===== src/hw/rtl/scs1kd_pkg.sv =====
// Shared types, scan code constants and key table of the set-1 scan code decoder.
package scs1kd_pkg;

    localparam int DEFAULT_SCREEN_COLS = 80;
    localparam int DEFAULT_SCREEN_ROWS = 25;

    // Cursor field width and a row index wide enough for the tallest screen.
    localparam int POS_W       = 11;
    localparam int ROW_FIELD_W = 6;
    localparam int CHAR_W      = 7;
    localparam int PAGE_ROWS   = 5;

    localparam logic [7:0] SC_PREFIX     = 8'hE0;
    localparam logic [7:0] SC_LSHIFT     = 8'h2A;
    localparam logic [7:0] SC_RSHIFT     = 8'h36;
    localparam logic [7:0] SC_LSHIFT_BRK = 8'hAA;
    localparam logic [7:0] SC_RSHIFT_BRK = 8'hB6;
    localparam logic [7:0] SC_CTRL       = 8'h1D;
    localparam logic [7:0] SC_CTRL_BRK   = 8'h9D;
    localparam logic [7:0] SC_ALT        = 8'h38;
    localparam logic [7:0] SC_ALT_BRK    = 8'hB8;
    localparam logic [7:0] SC_CAPS       = 8'h3A;
    localparam logic [7:0] SC_TABLE_END  = 8'h3B;
    localparam logic [7:0] SC_UP         = 8'h48;
    localparam logic [7:0] SC_DOWN       = 8'h50;
    localparam logic [7:0] SC_LEFT       = 8'h4B;
    localparam logic [7:0] SC_RIGHT      = 8'h4D;
    localparam logic [7:0] SC_HOME       = 8'h47;
    localparam logic [7:0] SC_END        = 8'h4F;
    localparam logic [7:0] SC_PGUP       = 8'h49;
    localparam logic [7:0] SC_PGDN       = 8'h51;
    localparam logic [7:0] SC_DEL        = 8'h53;

    typedef enum logic [2:0] {
        OP_NONE,
        OP_CHAR,
        OP_MOVE,
        OP_HOME,
        OP_END,
        OP_BLANK
    } op_t;

    typedef struct packed {
        logic [7:0]       scan_byte;
        logic [POS_W-1:0] cursor_now;
        logic             sink_full;
    } in_item_t;

    typedef struct packed {
        logic              char_valid;
        logic [CHAR_W-1:0] char_code;
        logic              cursor_write;
        logic [POS_W-1:0]  cursor_next;
        logic              blank_cell;
        logic              ctrl_held;
        logic              alt_held;
    } out_item_t;

    // Decoded beat handed from the decode stage to the output stage.
    typedef struct packed {
        op_t                    op;
        logic [CHAR_W-1:0]      char_code;
        logic [POS_W-1:0]       cursor_next;
        logic [ROW_FIELD_W-1:0] row;
        logic                   ctrl_held;
        logic                   alt_held;
    } dec_t;

    function automatic logic is_letter(input logic [5:0] idx);
        logic res;
        res = ((idx >= 6'h10) && (idx <= 6'h19)) ||
              ((idx >= 6'h1E) && (idx <= 6'h26)) ||
              ((idx >= 6'h2C) && (idx <= 6'h32));
        return res;
    endfunction

    // Returns the shifted or plain ASCII code of a make code below the table end.
    function automatic logic [CHAR_W-1:0] key_char(input logic [5:0] idx, input logic sh);
        logic [2*CHAR_W-1:0] pair;
        unique case (idx)
            6'h01: pair = {7'h1B, 7'h1B};
            6'h02: pair = {7'h21, 7'h31};
            6'h03: pair = {7'h40, 7'h32};
            6'h04: pair = {7'h23, 7'h33};
            6'h05: pair = {7'h24, 7'h34};
            6'h06: pair = {7'h25, 7'h35};
            6'h07: pair = {7'h5E, 7'h36};
            6'h08: pair = {7'h26, 7'h37};
            6'h09: pair = {7'h2A, 7'h38};
            6'h0A: pair = {7'h28, 7'h39};
            6'h0B: pair = {7'h29, 7'h30};
            6'h0C: pair = {7'h5F, 7'h2D};
            6'h0D: pair = {7'h2B, 7'h3D};
            6'h0E: pair = {7'h08, 7'h08};
            6'h0F: pair = {7'h09, 7'h09};
            6'h10: pair = {7'h51, 7'h71};
            6'h11: pair = {7'h57, 7'h77};
            6'h12: pair = {7'h45, 7'h65};
            6'h13: pair = {7'h52, 7'h72};
            6'h14: pair = {7'h54, 7'h74};
            6'h15: pair = {7'h59, 7'h79};
            6'h16: pair = {7'h55, 7'h75};
            6'h17: pair = {7'h49, 7'h69};
            6'h18: pair = {7'h4F, 7'h6F};
            6'h19: pair = {7'h50, 7'h70};
            6'h1A: pair = {7'h7B, 7'h5B};
            6'h1B: pair = {7'h7D, 7'h5D};
            6'h1C: pair = {7'h0A, 7'h0A};
            6'h1E: pair = {7'h41, 7'h61};
            6'h1F: pair = {7'h53, 7'h73};
            6'h20: pair = {7'h44, 7'h64};
            6'h21: pair = {7'h46, 7'h66};
            6'h22: pair = {7'h47, 7'h67};
            6'h23: pair = {7'h48, 7'h68};
            6'h24: pair = {7'h4A, 7'h6A};
            6'h25: pair = {7'h4B, 7'h6B};
            6'h26: pair = {7'h4C, 7'h6C};
            6'h27: pair = {7'h3A, 7'h3B};
            6'h28: pair = {7'h22, 7'h27};
            6'h29: pair = {7'h7E, 7'h60};
            6'h2B: pair = {7'h7C, 7'h5C};
            6'h2C: pair = {7'h5A, 7'h7A};
            6'h2D: pair = {7'h58, 7'h78};
            6'h2E: pair = {7'h43, 7'h63};
            6'h2F: pair = {7'h56, 7'h76};
            6'h30: pair = {7'h42, 7'h62};
            6'h31: pair = {7'h4E, 7'h6E};
            6'h32: pair = {7'h4D, 7'h6D};
            6'h33: pair = {7'h3C, 7'h2C};
            6'h34: pair = {7'h3E, 7'h2E};
            6'h35: pair = {7'h3F, 7'h2F};
            6'h37: pair = {7'h2A, 7'h2A};
            6'h39: pair = {7'h20, 7'h20};
            default: pair = '0;
        endcase
        return sh ? pair[2*CHAR_W-1:CHAR_W] : pair[CHAR_W-1:0];
    endfunction

endpackage


===== src/hw/rtl/scs1kd_stream_if.sv =====
// Valid/ready channel carrying one payload beat per handshake.
interface scs1kd_stream_if #(parameter type payload_t = logic);

    logic     valid;
    logic     ready;
    payload_t payload;

    modport source (output valid, output payload, input ready);
    modport sink   (input valid, input payload, output ready);

endinterface


===== src/hw/rtl/scs1kd_decode.sv =====
// Input register, modifier state and decode stage with the row quotient.
module scs1kd_decode #(
    parameter int SCREEN_COLS = scs1kd_pkg::DEFAULT_SCREEN_COLS,
    parameter int SCREEN_ROWS = scs1kd_pkg::DEFAULT_SCREEN_ROWS
) (
    input  logic                   clk,
    input  logic                   rst_n,
    scs1kd_stream_if.sink          scan,
    scs1kd_stream_if.source        dec
);

    localparam int POS_W  = scs1kd_pkg::POS_W;
    localparam int ROW_W  = scs1kd_pkg::ROW_FIELD_W;
    localparam int TOTAL  = SCREEN_COLS * SCREEN_ROWS;
    localparam int W      = $clog2(TOTAL) + 1;
    localparam int PAGE   = scs1kd_pkg::PAGE_ROWS * SCREEN_COLS;
    // Reciprocal rounded up; exact for every cursor value below 2**POS_W.
    localparam int DIV_SHIFT = POS_W + $clog2(SCREEN_COLS);
    localparam int RECIP     = ((1 << DIV_SHIFT) + SCREEN_COLS - 1) / SCREEN_COLS;
    localparam int PROD_W    = DIV_SHIFT + ROW_W + 1;

    localparam logic [W-1:0] LAST_C       = W'(TOTAL - 1);
    localparam logic [W-1:0] COLS_C       = W'(SCREEN_COLS);
    localparam logic [W-1:0] PAGE_C       = W'(PAGE);
    localparam logic [W-1:0] DOWN_LIMIT_C = W'(TOTAL - SCREEN_COLS);
    localparam logic [W-1:0] PGDN_LIMIT_C = W'(TOTAL - PAGE);

    logic                   a_valid_reg;
    scs1kd_pkg::in_item_t   a_item_reg;
    logic                   b_valid_reg;
    scs1kd_pkg::dec_t       b_dec_reg;
    scs1kd_pkg::dec_t       b_dec_next;

    logic prefix_reg, prefix_next;
    logic shift_reg,  shift_next;
    logic ctrl_reg,   ctrl_next;
    logic alt_reg,    alt_next;
    logic caps_reg,   caps_next;

    logic                           a_take;
    logic                           b_take;
    logic                           b_load;
    logic [7:0]                     code;
    logic [POS_W-1:0]               sat_pos;
    logic [W-1:0]                   pos_w;
    logic [PROD_W-1:0]              quot_prod;
    logic [scs1kd_pkg::CHAR_W-1:0]  ch;

    assign b_take    = !b_valid_reg || dec.ready;
    assign b_load    = a_valid_reg && b_take;
    assign a_take    = !a_valid_reg || b_take;
    assign scan.ready = a_take;

    assign dec.valid   = b_valid_reg;
    assign dec.payload = b_dec_reg;

    assign code    = a_item_reg.scan_byte;
    assign sat_pos = (W'(a_item_reg.cursor_now) > LAST_C) ? POS_W'(TOTAL - 1)
                                                          : a_item_reg.cursor_now;
    assign pos_w   = W'(sat_pos);

    assign quot_prod = PROD_W'(sat_pos) * PROD_W'(RECIP);

    always_comb
    begin
        prefix_next = prefix_reg;
        shift_next  = shift_reg;
        ctrl_next   = ctrl_reg;
        alt_next    = alt_reg;
        caps_next   = caps_reg;
        ch          = '0;
        b_dec_next  = '0;
        b_dec_next.op  = scs1kd_pkg::OP_NONE;
        b_dec_next.row = quot_prod[DIV_SHIFT +: ROW_W];

        if (code == scs1kd_pkg::SC_PREFIX)
        begin
            prefix_next = 1'b1;
        end
        else
        begin
            prefix_next = 1'b0;
            if (!prefix_reg && (code == scs1kd_pkg::SC_LSHIFT ||
                                code == scs1kd_pkg::SC_RSHIFT))
            begin
                shift_next = 1'b1;
            end
            else if (!prefix_reg && (code == scs1kd_pkg::SC_LSHIFT_BRK ||
                                     code == scs1kd_pkg::SC_RSHIFT_BRK))
            begin
                shift_next = 1'b0;
            end
            else if (code == scs1kd_pkg::SC_CTRL)
            begin
                ctrl_next = 1'b1;
            end
            else if (code == scs1kd_pkg::SC_CTRL_BRK)
            begin
                ctrl_next = 1'b0;
            end
            else if (code == scs1kd_pkg::SC_ALT)
            begin
                alt_next = 1'b1;
            end
            else if (code == scs1kd_pkg::SC_ALT_BRK)
            begin
                alt_next = 1'b0;
            end
            else if (!prefix_reg && code == scs1kd_pkg::SC_CAPS)
            begin
                caps_next = !caps_reg;
            end
            else if (code[7])
            begin
                // Any other break code leaves the result empty.
                b_dec_next.op = scs1kd_pkg::OP_NONE;
            end
            else if (prefix_reg)
            begin
                unique case (code)
                    scs1kd_pkg::SC_UP:
                    begin
                        if (pos_w >= COLS_C)
                        begin
                            b_dec_next.op          = scs1kd_pkg::OP_MOVE;
                            b_dec_next.cursor_next = POS_W'(pos_w - COLS_C);
                        end
                    end
                    scs1kd_pkg::SC_DOWN:
                    begin
                        if (pos_w < DOWN_LIMIT_C)
                        begin
                            b_dec_next.op          = scs1kd_pkg::OP_MOVE;
                            b_dec_next.cursor_next = POS_W'(pos_w + COLS_C);
                        end
                    end
                    scs1kd_pkg::SC_LEFT:
                    begin
                        if (pos_w != '0)
                        begin
                            b_dec_next.op          = scs1kd_pkg::OP_MOVE;
                            b_dec_next.cursor_next = POS_W'(pos_w - W'(1));
                        end
                    end
                    scs1kd_pkg::SC_RIGHT:
                    begin
                        if (pos_w < LAST_C)
                        begin
                            b_dec_next.op          = scs1kd_pkg::OP_MOVE;
                            b_dec_next.cursor_next = POS_W'(pos_w + W'(1));
                        end
                    end
                    scs1kd_pkg::SC_HOME:
                    begin
                        b_dec_next.op = scs1kd_pkg::OP_HOME;
                    end
                    scs1kd_pkg::SC_END:
                    begin
                        b_dec_next.op = scs1kd_pkg::OP_END;
                    end
                    scs1kd_pkg::SC_PGUP:
                    begin
                        b_dec_next.op          = scs1kd_pkg::OP_MOVE;
                        b_dec_next.cursor_next = (pos_w >= PAGE_C) ? POS_W'(pos_w - PAGE_C)
                                                                   : '0;
                    end
                    scs1kd_pkg::SC_PGDN:
                    begin
                        if (pos_w < PGDN_LIMIT_C)
                        begin
                            b_dec_next.op          = scs1kd_pkg::OP_MOVE;
                            b_dec_next.cursor_next = POS_W'(pos_w + PAGE_C);
                        end
                    end
                    scs1kd_pkg::SC_DEL:
                    begin
                        b_dec_next.op = scs1kd_pkg::OP_BLANK;
                    end
                    default:
                    begin
                        b_dec_next.op = scs1kd_pkg::OP_NONE;
                    end
                endcase
            end
            else if (code < scs1kd_pkg::SC_TABLE_END)
            begin
                // Caps lock flips shift for letter keys only.
                ch = scs1kd_pkg::key_char(code[5:0],
                         shift_reg ^ (caps_reg & scs1kd_pkg::is_letter(code[5:0])));
                if (ch != '0 && !a_item_reg.sink_full)
                begin
                    b_dec_next.op        = scs1kd_pkg::OP_CHAR;
                    b_dec_next.char_code = ch;
                end
            end
        end

        b_dec_next.ctrl_held = ctrl_next;
        b_dec_next.alt_held  = alt_next;
    end

    always_ff @(posedge clk or negedge rst_n)
    begin
        if (!rst_n)
        begin
            a_valid_reg <= 1'b0;
            b_valid_reg <= 1'b0;
            prefix_reg  <= 1'b0;
            shift_reg   <= 1'b0;
            ctrl_reg    <= 1'b0;
            alt_reg     <= 1'b0;
            caps_reg    <= 1'b0;
        end
        else
        begin
            if (a_take)
            begin
                a_valid_reg <= scan.valid;
            end
            if (b_take)
            begin
                b_valid_reg <= a_valid_reg;
            end
            if (b_load)
            begin
                prefix_reg <= prefix_next;
                shift_reg  <= shift_next;
                ctrl_reg   <= ctrl_next;
                alt_reg    <= alt_next;
                caps_reg   <= caps_next;
            end
        end
    end

    always_ff @(posedge clk)
    begin
        if (a_take && scan.valid)
        begin
            a_item_reg <= scan.payload;
        end
        if (b_load)
        begin
            b_dec_reg <= b_dec_next;
        end
    end

endmodule


===== src/hw/rtl/scs1kd_place.sv =====
// Output stage: forms the result beat and works out row start and row end.
module scs1kd_place #(
    parameter int SCREEN_COLS = scs1kd_pkg::DEFAULT_SCREEN_COLS
) (
    input  logic              clk,
    input  logic              rst_n,
    scs1kd_stream_if.sink     dec,
    scs1kd_stream_if.source   result
);

    localparam int POS_W  = scs1kd_pkg::POS_W;
    localparam int ROW_W  = scs1kd_pkg::ROW_FIELD_W;
    localparam int PROD_W = ROW_W + $clog2(SCREEN_COLS + 1);

    logic                  c_valid_reg;
    scs1kd_pkg::out_item_t c_item_reg;
    scs1kd_pkg::out_item_t c_item_next;
    logic                  c_take;
    logic [PROD_W-1:0]     row_start;
    logic [PROD_W-1:0]     row_end;

    assign c_take         = !c_valid_reg || result.ready;
    assign dec.ready      = c_take;
    assign result.valid   = c_valid_reg;
    assign result.payload = c_item_reg;

    assign row_start = PROD_W'(dec.payload.row) * PROD_W'(SCREEN_COLS);
    assign row_end   = row_start + PROD_W'(SCREEN_COLS - 1);

    always_comb
    begin
        c_item_next           = '0;
        c_item_next.ctrl_held = dec.payload.ctrl_held;
        c_item_next.alt_held  = dec.payload.alt_held;
        case (dec.payload.op)
            scs1kd_pkg::OP_CHAR:
            begin
                c_item_next.char_valid = 1'b1;
                c_item_next.char_code  = dec.payload.char_code;
            end
            scs1kd_pkg::OP_MOVE:
            begin
                c_item_next.cursor_write = 1'b1;
                c_item_next.cursor_next  = dec.payload.cursor_next;
            end
            scs1kd_pkg::OP_HOME:
            begin
                c_item_next.cursor_write = 1'b1;
                c_item_next.cursor_next  = POS_W'(row_start);
            end
            scs1kd_pkg::OP_END:
            begin
                c_item_next.cursor_write = 1'b1;
                c_item_next.cursor_next  = POS_W'(row_end);
            end
            scs1kd_pkg::OP_BLANK:
            begin
                c_item_next.blank_cell = 1'b1;
            end
            default:
            begin
                c_item_next.char_valid = 1'b0;
            end
        endcase
    end

    always_ff @(posedge clk or negedge rst_n)
    begin
        if (!rst_n)
        begin
            c_valid_reg <= 1'b0;
        end
        else if (c_take)
        begin
            c_valid_reg <= dec.valid;
        end
    end

    always_ff @(posedge clk)
    begin
        if (c_take && dec.valid)
        begin
            c_item_reg <= c_item_next;
        end
    end

endmodule


===== src/hw/rtl/scancode_set1_keyboard_decoder_top.sv =====
// Throughput: one scan byte per cycle while result.ready stays high; three
// register stages (input, decode with the row-quotient multiplier, output with
// the row-start multiplier) each take a new beat whenever they are empty or are
// handing their beat on.
// Reset clears all valid flags, the prefix flag, the modifiers and caps lock.
// Top level of the set-1 scan code decoder.
module scancode_set1_keyboard_decoder_top #(
    parameter int SCREEN_COLS = scs1kd_pkg::DEFAULT_SCREEN_COLS,
    parameter int SCREEN_ROWS = scs1kd_pkg::DEFAULT_SCREEN_ROWS
) (
    input  logic              clk,
    input  logic              rst_n,
    scs1kd_stream_if.sink     scan,
    scs1kd_stream_if.source   result
);

    localparam int TOTAL = SCREEN_COLS * SCREEN_ROWS;
    localparam int W     = $clog2(TOTAL) + 1;

    scs1kd_stream_if #(.payload_t(scs1kd_pkg::dec_t)) dec_ch ();

    scs1kd_decode #(
        .SCREEN_COLS (SCREEN_COLS),
        .SCREEN_ROWS (SCREEN_ROWS)
    ) u_decode (
        .clk   (clk),
        .rst_n (rst_n),
        .scan  (scan),
        .dec   (dec_ch)
    );

    scs1kd_place #(
        .SCREEN_COLS (SCREEN_COLS)
    ) u_place (
        .clk    (clk),
        .rst_n  (rst_n),
        .dec    (dec_ch),
        .result (result)
    );

    // A result beat does at most one thing.
    a_one_action: assert property (@(posedge clk) disable iff (!rst_n)
        result.valid |-> $countones({result.payload.char_valid,
                                     result.payload.cursor_write,
                                     result.payload.blank_cell}) <= 1)
        else $error("result beat carries more than one action");

    // Unused payload fields are zero.
    a_idle_fields_zero: assert property (@(posedge clk) disable iff (!rst_n)
        result.valid |-> ((result.payload.char_valid || result.payload.char_code == '0) &&
                          (result.payload.cursor_write || result.payload.cursor_next == '0)))
        else $error("unused result field is not zero");

    // A cursor move never leaves the screen.
    a_cursor_on_screen: assert property (@(posedge clk) disable iff (!rst_n)
        (result.valid && result.payload.cursor_write) |->
            (W'(result.payload.cursor_next) < W'(TOTAL)))
        else $error("cursor move off the screen");

    // A decoded character beat always carries a nonzero table entry.
    a_char_nonzero: assert property (@(posedge clk) disable iff (!rst_n)
        (dec_ch.valid && dec_ch.payload.op == scs1kd_pkg::OP_CHAR) |->
            (dec_ch.payload.char_code != '0))
        else $error("character beat with empty code");

endmodule


===== src/flat_wrapper.sv =====
// flat-port wrapper written by rule: the top's interface ports become plain ports
module scancode_set1_keyboard_decoder_top_flat import scs1kd_pkg::*;
#(
    parameter int SCREEN_COLS = scs1kd_pkg::DEFAULT_SCREEN_COLS,
    parameter int SCREEN_ROWS = scs1kd_pkg::DEFAULT_SCREEN_ROWS
)
  (clk, rst_n, scan_valid, scan_payload, scan_ready, result_valid, result_payload, result_ready);
  scs1kd_stream_if #(.payload_t(in_item_t)) scan_i ();
  scs1kd_stream_if #(.payload_t(out_item_t)) result_i ();
  input  logic clk;
  input  logic rst_n;
  input wire logic [$bits(scan_i.valid)-1:0] scan_valid;
  input wire logic [$bits(scan_i.payload)-1:0] scan_payload;
  output wire logic [$bits(scan_i.ready)-1:0] scan_ready;
  output wire logic [$bits(result_i.valid)-1:0] result_valid;
  output wire logic [$bits(result_i.payload)-1:0] result_payload;
  input wire logic [$bits(result_i.ready)-1:0] result_ready;
  assign scan_i.valid = scan_valid;
  assign scan_i.payload = scan_payload;
  assign scan_ready = scan_i.ready;
  assign result_valid = result_i.valid;
  assign result_payload = result_i.payload;
  assign result_i.ready = result_ready;
  scancode_set1_keyboard_decoder_top #(.SCREEN_COLS(SCREEN_COLS), .SCREEN_ROWS(SCREEN_ROWS)) u_core (.clk(clk), .rst_n(rst_n), .scan(scan_i), .result(result_i));
endmodule

===== config.mk =====
export PLATFORM = sky130hd
export DESIGN_NAME = scancode_set1_keyboard_decoder_top_flat
export DESIGN_NICKNAME = d
export VERILOG_FILES = /design/src/hw/rtl/scs1kd_pkg.sv /design/src/hw/rtl/scs1kd_stream_if.sv /design/src/hw/rtl/scs1kd_decode.sv /design/src/hw/rtl/scs1kd_place.sv /design/src/hw/rtl/scancode_set1_keyboard_decoder_top.sv /design/src/flat_wrapper.sv
export SDC_FILE = /design/constraint.sdc
export NUM_CORES = 1
export LEC_CHECK = 0
export ABC_CLOCK_PERIOD_IN_PS = 11200
export BUFFER_PORTS_ARGS = -buffer_cell sky130_fd_sc_hd__buf_2
export CORE_MARGIN = 5
export CORE_UTILIZATION = 66
export DETAILED_ROUTE_END_ITERATION = 8
export GPL_ROUTABILITY_DRIVEN = 0
export MAX_ROUTING_LAYER = met4
export PLACE_DENSITY = 0.83
export SLEW_MARGIN = 0
export SYNTH_ARGS = -nofsm -noshare
export SYNTH_HDL_FRONTEND = slang
export SYNTH_SLANG_ARGS = --single-unit

===== constraint.sdc =====
create_clock -name clk -period 11.2 [get_ports clk]
set_clock_uncertainty 0.1 [all_clocks]
set_input_delay 1.12 -clock clk [delete_from_list [all_inputs] [get_ports clk]]
set_output_delay 1.12 -clock clk [all_outputs]
set_load 0.005 [all_outputs]

# ---- Word-level counts from Yosys, hierarchy flattened
# Memory sizes are Yosys's and may differ from the RTL's. A register that Yosys moved wholly into a read port is not among the register bits.
# Cells that the tools add are included.
dict set report word_totals {
  register_bits 79
  mem_bits_ro 896
  in_bits 24
  mem_count 1
}
dict set report op_classes {
  add_sub_neg 7
  multipliers 2
  n_lt_le_gt_ge 13
  eq_ne 24
  n_mux 48
  bitwise_logic 12
  reduce_logical 31
}
# name words width read_ports rd_ports_with_merged_regs wr line
set mem_list {}
lappend mem_list {{(name not given)} 64 14 1 1 0 scs1kd_pkg.sv:80} ;# unique case (idx)
# operator n
set ops {}
lappend ops {{$mux W14} 11}
lappend ops {{$mux W11} 7}
lappend ops {{$eq A8 B7 Y1 const B} 9}
lappend ops {{$pmux W11 S6} 1}
lappend ops {{$eq A8 B8 Y1 const B} 5}
lappend ops {{$pmux W12 S3} 1}
lappend ops {{$lt A11 B11 Y1 const B} 3}
lappend ops {{$eq A8 B6 Y1 const B} 4}
lappend ops {{$pmux W3 S9} 1}
lappend ops {{$mul A11 B12 Y23 const B} 1}
lappend ops {{$add A11 B7 Y11 const B} 2}
lappend ops {{$mux W1} 17}
lappend ops {{$ge A6 B5 Y1 const B} 2}
lappend ops {{$le A6 B6 Y1 const B} 2}
lappend ops {{$reduce_bool A12 Y1} 1}
lappend ops {{$reduce_or A12 Y1} 1}
lappend ops {{$add A11 B1 Y11 const B} 1}
lappend ops {{$add A11 B9 Y11 const B} 1}
lappend ops {{$ge A11 B7 Y1 const B} 1}
lappend ops {{$ge A11 B9 Y1 const B} 1}
lappend ops {{$gt A11 B11 Y1 const B} 1}
lappend ops {{$sub A11 B1 Y11 const B} 1}
lappend ops {{$sub A11 B7 Y11 const B} 1}
lappend ops {{$sub A11 B9 Y11 const B} 1}
lappend ops {{26 further kinds} 61}

# ---- Longest topological paths before layout
# Gate-level depths: netlist (run 1).
dict set report logic_depth {
  depth_word 18
  ltp_mapped 21
  depth_no_buf 21
}

# ---- Hierarchy
# A second synthesis (run 1) with hierarchy kept.
dict set report hier_totals {
  cells_unflattened 905
  area_unflattened_um2 8608.3
}
# module instances cells_per_inst area_per_inst_um2
set modules_own_cells {}
lappend modules_own_cells {scs1kd_decode 1 808 7369.6}
lappend modules_own_cells {scs1kd_place 1 97 1238.7}

# ---- Worst setup path after synthesis (run 1)
# Ideal clock, no wire load.
dict set report synth_timing {
  path_type {register to register}
  start {reg u_core.u_decode.a_item_reg[8] (netlist name)}
  end {reg u_core.u_decode.b_dec_reg (netlist bit u_core.u_decode.dec.payload[6]), data pin}
  setup_ps 264
  t_arrival_ps 5407
  required_time_ps 10836
  path_slack_ps 5429
  path_stages_with_launch 20
  synth_period_minus_slack_ps 5771
  cell_sequence {edfxtp_1 -> nand2_1 -> inv_1 -> a21boi_0 -> inv_1 -> ha_1 -> inv_1 -> fa_1 -> inv_1 -> fa_1 -> fa_1 -> fa_1 -> inv_1 -> ha_1 -> a211oi_1 -> nand2_1 -> a211oi_1 -> o21ai_0 -> a221oi_1 -> xnor2_1}
}
# item line
set synth_lines {}
lappend synth_lines {{start: declaration} scs1kd_decode.sv:29} ;# scs1kd_pkg::in_item_t a_item_reg;
lappend synth_lines {{start signal: assignment} scs1kd_decode.sv:239} ;# a_item_reg <= scan.payload;
lappend synth_lines {{end signal: assignment} scs1kd_decode.sv:243} ;# b_dec_reg <= b_dec_next;
lappend synth_lines {{end: declaration} scs1kd_decode.sv:31} ;# scs1kd_pkg::dec_t b_dec_reg;

==> results of run 1 <==
## worst max-delay path by stage
stage               cells past startpoint                        endpoint                     startpoint
floorplan                              19  u_core.u_decode.dec.payload[6]  u_core.u_decode.a_item_reg[8]
global placement                       19  u_core.u_decode.dec.payload[6]  u_core.u_decode.a_item_reg[8]
detailed placement                     19  u_core.u_decode.dec.payload[6]  u_core.u_decode.a_item_reg[8]
CTS                                    19  u_core.u_decode.dec.payload[6]  u_core.u_decode.a_item_reg[8]
global route                           19  u_core.u_decode.dec.payload[6]  u_core.u_decode.a_item_reg[8]
finish                                 19  u_core.u_decode.dec.payload[6]  u_core.u_decode.a_item_reg[8]
## cells in the final DEF (no fill, tap or decap), types with 9 or more instances in the layout
cell       instances
fa_1              32
o31ai_1           12
o21ai_0           54
a31oi_1           13
a21o_1             9
and2_1            17
o211ai_1           9
xnor2_1           14
buf_2             48
a21oi_1           43
nand2b_1          13
nor2b_1           12
nand3_1           23
a211oi_1          18
dfxtp_1           14
o21a_1             9
clkbuf_16          9
ha_1             101
nor2_1            54
nor3_1            13
inv_1             98
o22ai_1           11
nand2_1           56
edfxtp_1          71
mux2i_1           22
## power breakdown
| part | switching, uW | internal [uW] | total (uW) |
|---|---|---|---|
| combinational | 416 | 295 | 711 |
| clock | 145 | 158 | 302 |
| sequential | 36.4 | 437 | 473 |
## final cells by class
class                   instances  area, um^2  area share
well taps                     176         220      0.0236
diodes                          1        2.50    0.000268
clock buffers                   9         225      0.0241
inverters                     100         375      0.0402
flip-flops and latches         93        2610       0.280
repair buffers                 52         270      0.0289
clock inverters                 7        75.1     0.00803
multi-input cells             694        5560       0.595
## synth_stat cells, types with 6 or more instances
cell,instances,area share
a211oi_1,18,0.015
a21o_1,9,0.0077
a21oi_1,43,0.025
a22oi_1,7,0.0060
a31oi_1,13,0.0093
and2_1,17,0.012
buf_2,14,0.0080
clkbuf_1,31,0.013
dfrtp_1,8,0.023
dfxtp_1,14,0.032
edfxtp_1,71,0.24
fa_1,32,0.073
ha_1,101,0.14
inv_1,98,0.042
mux2_2,6,0.0077
mux2i_1,22,0.025
nand2_1,56,0.024
nand2b_1,13,0.0093
nand3_1,23,0.013
nand3b_1,8,0.0069
nand4_1,8,0.0057
nor2_1,54,0.023
nor2b_1,12,0.0086
nor3_1,13,0.0074
nor3b_1,7,0.0060
nor4_1,8,0.0057
o211ai_1,9,0.0077
o21a_1,9,0.0077
o21ai_0,54,0.031
o221ai_1,8,0.0080
o22ai_1,11,0.0079
o31ai_1,12,0.010
xnor2_1,14,0.014
## per-stage QoR
stage	total power (uW)	setup slack, ps	util	cells	hold slack (ps)
floorplan	998	5430	-	937	300
global placement	1150	4730	0.688	1115	303
detailed placement	1180	4470	0.688	1115	315
CTS	1480	4450	0.711	1131	331
global route	1610	3950	0.711	1132	346
finish	1490	4370	0.711	1132	327
## layer usage
metal | part of all wire | vias to the layer above | global-route usage
met5 | 0 | - | -
met4 | 0.022 | 0 | 0.0644
met3 | 0.14 | 85 | 0.0836
met2 | 0.43 | 528 | 0.405
met1 | 0.41 | 3514 | 0.402
li1 | - | 3460 | -
## kinds of logic after synthesis
kind of cell	after synthesis
buf+inv	150
xor+xnor	18
mux	31
fa+ha+maj	133
flops	93
simple gates	252
compound gates	260
==> summary.txt, run 1 <==
STA
  • Final critical-path share of the clock period: 0.610
  • Pins Over Slew Limit: 0
  • Setup TNS Final: 0 ps
  • Setup Viol. Count Final: 0
  • Unrepaired setup endpoints after global routing: false
  • Final hold violation count: 0
  • Maximum clock rate: ~150 MHz
  • Minimum clock period after layout: 6830 ps
  • Measured slew at the worst slew-check pin: ~1100 ps
  • Worst max-slew margin expressed relative to the limit: 0.246

GRT
  • Overall global routing resource usage: 0.283
  • Overflow after GRT: 0
  • Initial antenna violation count: 1
  • Global-route wire length before repair: about 35 mm
  • Vias in the first global route: between 6,000 and 7,000
  • Maximum number of pins on one net before global-route repair: 40

Placement
  • IO buf count: between 40 and 50
  • Final HPWL from detailed placement: roughly 16 mm
  • Instance area after placement: 0.00904 mm^2

Synth
  • Dominant combinational cell family by area after synthesis: adder cells
  • Number of enable flip-flop cells after synthesis: between 70 and 80
  • Post-synthesis simple-gate area fraction: 0.154
  • Syn Std Cell Area: 0.00876 mm^2
  • Seq/Total Area, Yosys: 0.298
  • Yosys warning count: 0
  • Number of distinct library cells after synthesis: 90
  • Mean Syn Cell Area: roughly 9.4 um^2
  • Adder and majority gate portion of the synthesized area: 0.217
  • Instance count of the mapped netlist: 937
  • Xor-xnor portion of the synthesized cell area: 0.0180
  • Compound-cell area share of the yosys netlist: 0.208
  • Share of synthesized registers carrying an async set or reset: 0.0860
  • Most used flip-flop cell after synthesis: edfxtp_1
  • Flip-flop and latch count after synthesis: between 90 and 100
  • Mux share of post-synthesis cell area: 0.0377
  • Synthesized Nets: around 1,100

Die
  • Initial cell density of the core: 0.667
  • Total number of placement rows: between 40 and 50
  • Die Footprint: approximately 0.016 mm^2
  • Floorplan die height: around 130 um
  • Die W: around 130 um
  • Count of pins on the block boundary: 49
  • Area of the placeable core: between 0.01 and 0.015 mm^2

Worst setup path
  • Bufs and invs on worst path: 5
  • Critical Path Most Common Cell: inv_1
  • Chain of cells forming the critical path: nand2_1, inv_1, a21boi_0, inv_1, ha_1, inv_1, fa_1, inv_1, fa_1, fa_1, fa_1, inv_1, ha_1, a211oi_1, nand2_1, a211oi_1, o21ai_0, a221oi_1, xnor2_1
  • Endpoint kind of the worst setup timing path: flop
  • Gate family responsible for the most delay along the worst path: adder cells
  • Count of cells along the worst register-to-register path: 19
  • Critical-path maximum fanout: 18
  • Required @ worst endpoint: ~11,000 ps
  • End of the worst register-to-register path: u_core.u_decode.dec.payload[6]
  • R2R setup slack: about 4400 ps
  • Worst path max stage delay: 890 ps
  • Arr. time, crit path: ~7000 ps
  • Critical Path Slowest Stage Cell: a21boi_0
  • Class of the most critical setup path: flop to flop
  • Type of element launching the critical path: flop
  • Startpoint of the worst register-to-register path: u_core.u_decode.a_item_reg[8]

Status
  • Outcome: completed

Clocking
  • Number of buffers inserted during clock tree synthesis: 9
  • Buffers inserted by post-CTS timing repair: 0
  • CTS tree: done
  • Clock insertion delay at the later pin of the skew report: 360 ps
  • Number of buffers added to fix hold violations after cts: 0
  • Maximum buffer depth of the clock tree: 2
  • TritonCTS Sinks: between 90 and 100
  • Clock-pin slew of the registers on the worst-case setup and hold paths: 70 ps
  • Resized cells post-CTS: 0
  • CTS root buffer: clkbuf_16
  • H-tree level count: 3

Layout
  • Final design area excluding fillers: between 0.009 and 0.01 mm^2
  • Fill cell count: 1,009
  • Synth-to-layout area growth: 6.62%
  • Number of nets in the layout: around 1,100
  • Share of post-route cells with drive strength above 1: 0.109

Min path
  • Depth of the worst hold-timing path: 0
  • Type of the tightest min-delay check: flop to flop
  • Hold Crit Endpoint: u_core.u_place.result.payload[0]
  • Origin of the worst min-delay path: u_core.u_decode.dec.payload[0]

Route
  • Mean routed wirelength per cell: slightly below 20 um
  • Residual DRC: 0
  • Drt initial violations: 1,505
  • Routed via count: 7,587
  • Number of detailed-routing iterations run before antenna repair: 7
  • Via-to-Cell Ratio: about 6.7
  • Final WL: between 20 and 25 mm
  • Count of nets left with antenna violations after detail routing: 0

Pwr
  • Worst VDD drop: between 0.09 and 0.1 mV
  • Power density normalized to cell area: ~160 mW/mm^2
  • Leak Pwr: roughly 0.0040 uW

Job
  • Maximum Capacitance Violations: 0
No activity file was read; power rests on OpenSTA's default activity.
==> run 2: changes to the inputs <==
ABC_CLOCK_PERIOD_IN_PS = 5500   (was 11200)
CORE_UTILIZATION = 57   (was 66)
PLACE_DENSITY = 0.76   (was 0.83)
clock period = 5.5 ns   (was 11.2 ns; I/O delays follow)
==> run 2 against run 1 <==
Against the previous run:
- global-route usage decreased by 3.0 points
- first-iteration DRC count is 31% lower
- clock power up 100%
- routed wire length fell by 0.31%
- largest cell class unchanged
- highest routed layer unchanged
==> summary.txt, run 2 (same netlist as run 1, synthesis figures left out) <==
Pwr
  • Leak Pwr: 0.00412 uW
  • Net switching fraction of the power: 0.389
  • Power density normalized to cell area: 321 mW/mm^2
  • Worst VDD drop: 0.185 mV
  • Comb power frac: 0.489
  • Relative contribution of the clock network to total power: 0.200
  • Total net switching power: around 1200 uW
  • Sequential share of power: 0.311
  • Cell-internal power: 1870 uW

Min path
  • Depth of the worst hold-timing path: 1
  • Type of the tightest min-delay check: primary input to flop

Worst setup path
  • Count of cells along the worst register-to-register path: 20
  • Chain of cells forming the critical path: o211ai_1, nor2_2, nor2_1, inv_1, ha_1, ha_1, inv_1, fa_1, inv_1, fa_1, inv_1, fa_1, inv_1, ha_1, nand3b_1, o211ai_1, a211oi_2, a2111oi_1, nor2_1, xnor2_1
  • Required @ worst endpoint: 5500 ps
  • Critical-path maximum fanout: 5
  • Critical path depth in cells: 20
  • Arr. time, crit path: approximately 5200 ps
  • Gate family responsible for the most delay along the worst path: adder cells
  • Critical Path Most Common Cell: inv_1
  • Type of element launching the critical path: flop
  • Worst path max stage delay: 520 ps
  • Class of the most critical setup path: flop to flop
  • Endpoint kind of the worst setup timing path: flop
  • Bufs and invs on worst path: 5
  • Critical Path Slowest Stage Cell: fa_1

STA
  • Unrepaired setup endpoints after global routing: true
  • Setup TNS Final: 0 ps
  • Setup Viol. Count Final: 0
  • Minimum clock period after layout: 5190 ps
  • Pins Over Slew Limit: 0
  • Final critical-path share of the clock period: 0.943
  • Worst max-slew margin expressed relative to the limit: 0.254
  • Measured slew at the worst slew-check pin: 1120 ps
  • Final hold violation count: 0
  • Maximum clock rate: roughly 190 MHz

Layout
  • Final design area excluding fillers: approximately 0.0096 mm^2
  • Final instance count without filler cells: around 1,200
  • Leading cell type in the layout, fill and taps excluded: ha_1
  • Most frequent cells in the layout: 101 x ha_1, 98 x inv_1, 71 x edfxtp_1, 56 x nand2_1
  • Antenna diode count: 0
  • Synth-to-layout area growth: 9.15%
  • Number of nets in the layout: 1,131
  • Share of post-route cells with drive strength above 1: 0.134

Die
  • Count of pins on the block boundary: approximately 50
  • Floorplan die height: around 130 um
  • Area of the placeable core: approximately 0.015 mm^2
  • Die W: roughly 130 um
  • Initial cell density of the core: 0.579
  • Die Footprint: roughly 0.018 mm^2
  • Total number of placement rows: 45

Route
  • Routed via count: approximately 7,400
  • Drt initial violations: 1,031
  • Via-to-Cell Ratio: 6.36
  • Mean routed wirelength per cell: 18.6 um
  • Final WL: roughly 22 mm
  • Residual DRC: 0
  • Number of detailed-routing iterations run before antenna repair: 7
  • Count of nets left with antenna violations after detail routing: 0

Clocking
  • Number of buffers inserted during clock tree synthesis: 9
  • Clock insertion delay at the later pin of the skew report: around 350 ps
  • Clock-pin slew of the registers on the worst-case setup and hold paths: 70 ps
  • CTS tree: done
  • CTS root buffer: clkbuf_16
  • Maximum buffer depth of the clock tree: 2
  • TritonCTS Sinks: 93
  • H-tree level count: 3

Job
  • Maximum Capacitance Violations: 0

GRT
  • Vias in the first global route: between 7,000 and 8,000
  • Overflow after GRT: 0
  • Maximum number of pins on one net before global-route repair: 34
  • Overall global routing resource usage: 0.254
  • Global-route wire length before repair: ~36 mm
  • Initial antenna violation count: 0

Placement
  • Instance area after placement: just over 0.009 mm^2
  • Final HPWL from detailed placement: 16.5 mm
  • Post-Place Cells: between 1,000 and 1,500
  • IO buf count: 48

Status
  • Outcome: completed
[run 2: cell types whose count changed in the layout (fill, tap and decap cells not counted), sizes merged]
| cell | change |
|---|---|
| dlygate4sd3 | +1 |
| buf | +23 |
| bufinv | +1 |
| inv | -2 |
| diode | -1 |
| clkbuf | +2 |
| clkinvlp | -1 |
[run 2: path summary, 6_finish.rpt]
path                                           startpoint                                to  slack (ps)
setup / recovery            u_core.u_decode.a_item_reg[5]    u_core.u_decode.dec.payload[4]         310
max in group asynchronous                           rst_n         u_core.u_decode.shift_reg        4660
setup reg to reg            u_core.u_decode.a_item_reg[5]    u_core.u_decode.dec.payload[4]         310
min in group asynchronous                           rst_n       u_core.u_place.result.valid         480
hold reg to reg            u_core.u_decode.dec.payload[0]  u_core.u_place.result.payload[0]         320
hold / removal                            scan_payload[6]     u_core.u_decode.a_item_reg[6]         270
[run 2: metrics by stage]
stage          setup slack (ps)  hold WS (ps)   util  power (uW)
3_5_place_dp               14.6           302  0.607        2400
6_report                    313           272  0.632        3070
4_1_cts                    98.2           260  0.628        3030
3_3_place_gp                279           297  0.607        2350
5_1_grt                   -41.5           261  0.632        3330
2_1_floorplan               181           154      -        2030
[run 2: per-layer routing]
layer  routed length [um]  global-route usage
met1                 9480               0.368
met4                  386              0.0617
met3                 2240              0.0420
met5                    0                   -
met2                 9580               0.373
[run 2: area by class of cell]
| type | instances | area, um^2 |
|---|---|---|
| timing repair buffer | 76 | 453 |
| sequential | 93 | 2610 |
| multi-input combinational | 694 | 5600 |
| clock buffer | 11 | 233 |
| clock inverter | 5 | 60.1 |
| tap | 188 | 235 |
| inverter | 100 | 375 |
| fill | 1261 | 5580 |
[run 2: power groups by stage]
stage / clock [uW] / combinational (uW) / sequential [uW]
final: 613 / 1500 / 954
after global routing: 658 / 1700 / 968
after CTS: 627 / 1450 / 954
after detailed placement: 0 / 1430 / 968
after global placement: 0 / 1380 / 965
after floorplan: 0 / 1090 / 945
[run 2: timing repair]
item                                   4_1_cts  5_1_grt
setup endpoints to repair                    1        5
hold buffers                                 1        0
setup buffers                                1        4
gates resized for setup                      0        8
endpoints found under the hold margin        8        0
pin swaps                                    1        3
[run 2: worst register-to-register path, cell delays in order, from the launching register on]
cell and delay [ps]:
edfxtp_1 420, o211ai_1 260, nor2_2 100, nor2_1 130
inv_1 130, ha_1 310, ha_1 280, inv_1 70
fa_1 490, inv_1 60, fa_1 520, inv_1 50
fa_1 500, inv_1 50, ha_1 300, nand3b_1 110
o211ai_1 340, a211oi_2 90, a2111oi_1 400, nor2_1 90
xnor2_1 130
==> run 3: changes to the inputs <==
CORE_MARGIN = 3   (was 5)
CORE_UTILIZATION = 35   (was 57)
PLACE_DENSITY = 0.5   (was 0.76)
SYNTH_HIERARCHICAL = 1   (was default)
==> run 3 against run 2 <==
Against the previous run:
- first-iteration DRC count is 44% lower
- non-clock buffer count stayed put
- clock power is 3.6% higher
- synthesized cell count is 3.4% lower
- area after synthesis is 1.8% lower
- clock-buffer cell count is 1 lower
- die area is 48% higher
- combinational power is 4% lower
- sequential share of layout area is 0.15 points higher
- sequential power hardly changed
- routed wire length is 2.2% higher
- power is 1.3% lower
- critical path type unchanged
- critical endpoint is now u_core/u_decode/dec.payload[6]
- largest power group unchanged
==> summary.txt, run 3 <==
Pwr
  • Leak Pwr: ~0.004 uW
  • Power density normalized to cell area: between 300 and 400 mW/mm^2
  • Worst VDD drop: 0.177 mV

Clocking
  • TritonCTS Sinks: 93
  • Number of buffers inserted during clock tree synthesis: 9
  • Clock insertion delay at the later pin of the skew report: 350 ps
  • Clock-pin slew of the registers on the worst-case setup and hold paths: around 70 ps
  • CTS tree: done
  • Maximum buffer depth of the clock tree: 2
  • CTS root buffer: clkbuf_16
  • H-tree level count: 3

GRT
  • Global-route wire length before repair: 35.9 mm
  • Overflow after GRT: 0
  • Initial antenna violation count: 0
  • Overall global routing resource usage: 0.176
  • Vias in the first global route: ~6,400
  • Maximum number of pins on one net before global-route repair: 33

Synth
  • Number of enable flip-flop cells after synthesis: 71
  • Mean Syn Cell Area: 9.51 um^2
  • Synthesized Nets: between 1,000 and 1,500
  • Seq/Total Area, Yosys: 0.303
  • List of most frequent post-synthesis cells: 104 x ha_1, 95 x inv_1, 82 x nand2_1
  • Top-area cell type share of the netlist area: 0.248
  • Yosys warning count: 6
  • Share of synthesized registers carrying an async set or reset: 0.0860
  • Main area contributors after synthesis: edfxtp_1 25%, ha_1 15%, fa_1 7.4%, inv_1 4.1%, nand2_1 3.6%
  • Most used flip-flop cell after synthesis: edfxtp_1
  • Instance count of the mapped netlist: between 900 and 1,000
  • Most frequent cell after synthesis: ha_1
  • Flip-flop and latch count after synthesis: 93
  • Post-synth top area cell: edfxtp_1
  • Number of distinct library cells after synthesis: 89
  • Syn Std Cell Area: 0.00861 mm^2

Worst setup path
  • Type of element launching the critical path: flop
  • Arr. time, crit path: 5240 ps
  • End of the worst register-to-register path: u_core/u_decode/dec.payload[6]
  • Count of cells along the worst register-to-register path: 18
  • R2R setup slack: roughly 270 ps
  • Endpoint kind of the worst setup timing path: flop
  • Startpoint of the worst register-to-register path: u_core/u_decode/a_item_reg[10]
  • Required @ worst endpoint: about 5500 ps
  • Class of the most critical setup path: flop to flop
  • Worst setup path start: u_core/u_decode/a_item_reg[10]
  • Critical-path maximum fanout: 8

Min path
  • Hold Crit Endpoint: u_core/u_decode/a_item_reg[5]
  • Origin of the worst min-delay path: scan_payload[5]
  • Depth of the worst hold-timing path: 1
  • Type of the tightest min-delay check: primary input to flop

Layout
  • Leading cell type in the layout, fill and taps excluded: ha_1
  • Share of post-route cells with drive strength above 1: 0.138
  • Fill cell count: around 2,400
  • Antenna diode count: 0
  • Synth-to-layout area growth: 10.5%
  • Most frequent cells in the layout: 104 x ha_1, 94 x inv_1, 82 x nand2_1, 71 x edfxtp_1, 53 x nor2_1
  • Number of nets in the layout: about 1,100

Route
  • Drt initial violations: 578
  • Final WL: ~22 mm
  • Residual DRC: 0
  • Count of nets left with antenna violations after detail routing: 0
  • Routed via count: around 6,800
  • Number of detailed-routing iterations run before antenna repair: 5
  • Via-to-Cell Ratio: ~5.4
  • Mean routed wirelength per cell: 17.5 um

Die
  • Die W: around 160 um
  • Die Footprint: between 0.02 and 0.03 mm^2
  • Area of the placeable core: between 0.02 and 0.025 mm^2
  • Total number of placement rows: 56
  • Floorplan die height: 163 um
  • Initial cell density of the core: 0.361
  • Count of pins on the block boundary: 49

Status
  • Outcome: completed

STA
  • Final hold violation count: 0
  • Smallest hold slack: ~270 ps
  • Minimum clock period after layout: around 5200 ps
  • Final critical-path share of the clock period: 0.952
  • Setup TNS Final: 0 ps
  • Setup Viol. Count Final: 0
  • Worst max-slew margin expressed relative to the limit: 0.217
  • Maximum clock rate: ~190 MHz
  • Pins Over Slew Limit: 0
  • Measured slew at the worst slew-check pin: 1170 ps

Placement
  • IO buf count: 48
  • Final HPWL from detailed placement: roughly 17 mm

Job
  • Maximum Capacitance Violations: 0
run 3: cell count changes after synthesis, sizes merged, moves of 9 or more:
cell,change
nand3,+9
buf,+13
clkbuf,-15
a211oi,-10
o21ai,-10
nand2,+26
run 3: layout make-up:
class | instances | area (um^2) | share of cell area
repair buffers | 76 | 453 | 0.0476
well taps | 319 | 399 | 0.0420
clock inverters | 6 | 71.3 | 0.00750
flip-flops and latches | 93 | 2610 | 0.275
inverters | 99 | 387 | 0.0406
multi-input cells | 665 | 5360 | 0.564
clock buffers | 10 | 229 | 0.0241
run 3: layer usage:
metal | GRT usage | share of wire | vias to the layer above
met5 | - | 0 | -
met4 | 0.0323 | 0.0093 | 0
met3 | 0.0348 | 0.060 | 18
met2 | 0.236 | 0.41 | 226
met1 | 0.272 | 0.52 | 3227
li1 | - | - | 3332
run 3: cell families after synthesis:
logic type	Yosys count	synth area share
flops	93	0.303
fa+ha+maj	136	0.226
xor+xnor	22	0.0262
compound gates	214	0.176
other cells	1	0.000436
mux	23	0.0288
simple gates	269	0.163
buf+inv	147	0.0757
run 3: worst max path at each step:
stage	to	slack (ps)
after global placement	u_core/u_decode/dec.payload[6]	130
after floorplan	u_core/u_decode/dec.payload[6]	20
after detailed placement	u_core/u_decode/dec.payload[6]	40
after global routing	u_core/u_decode/dec.payload[6]	-9
after CTS	u_core/u_decode/dec.payload[6]	20
final	u_core/u_decode/dec.payload[6]	270
run 3: worst max-delay path: stages, from the launching register on:
cell and delay [ps]:
edfxtp_1 390, buf_4 180, nand2_1 80, o21ai_1 60, buf_4 180, ha_1 320
fa_1 500, fa_1 540, fa_1 470, fa_1 520, inv_1 40, ha_1 300
a21oi_1 200, o221ai_2 150, a211oi_2 350, o21ai_2 100, a31o_2 260, a21oi_1 170
xnor2_1 70
run 3: timing repair:
action | in CTS | in global routing
setup endpoints to repair | 0 | 4
hold buffers | 1 | 0
resized for setup | 0 | 7
setup buffers | 0 | 1
hold endpoints to repair | 8 | 0
run 3: through the flow:
step	std cells	cell area (um^2)	power (uW)	setup WS (ps)	util
floorplan	905	8610	2020	19.5	-
global route	1268	9510	3320	-8.69	0.399
detailed placement	1250	9180	2380	35.8	0.385
finish	1268	9510	3030	267	0.399
global placement	1250	9180	2370	132	0.385
CTS	1267	9490	3030	21.7	0.398
run 3: power breakdown:
part / total [uW] / leakage, uW / switching (uW) / internal [uW]
clock: 635 / 0.000145 / 277 / 358
sequential: 956 / 0.000912 / 66.8 / 889
combinational: 1440 / 0.00296 / 832 / 604
total: 3030 / 0.00402 / 1180 / 1850
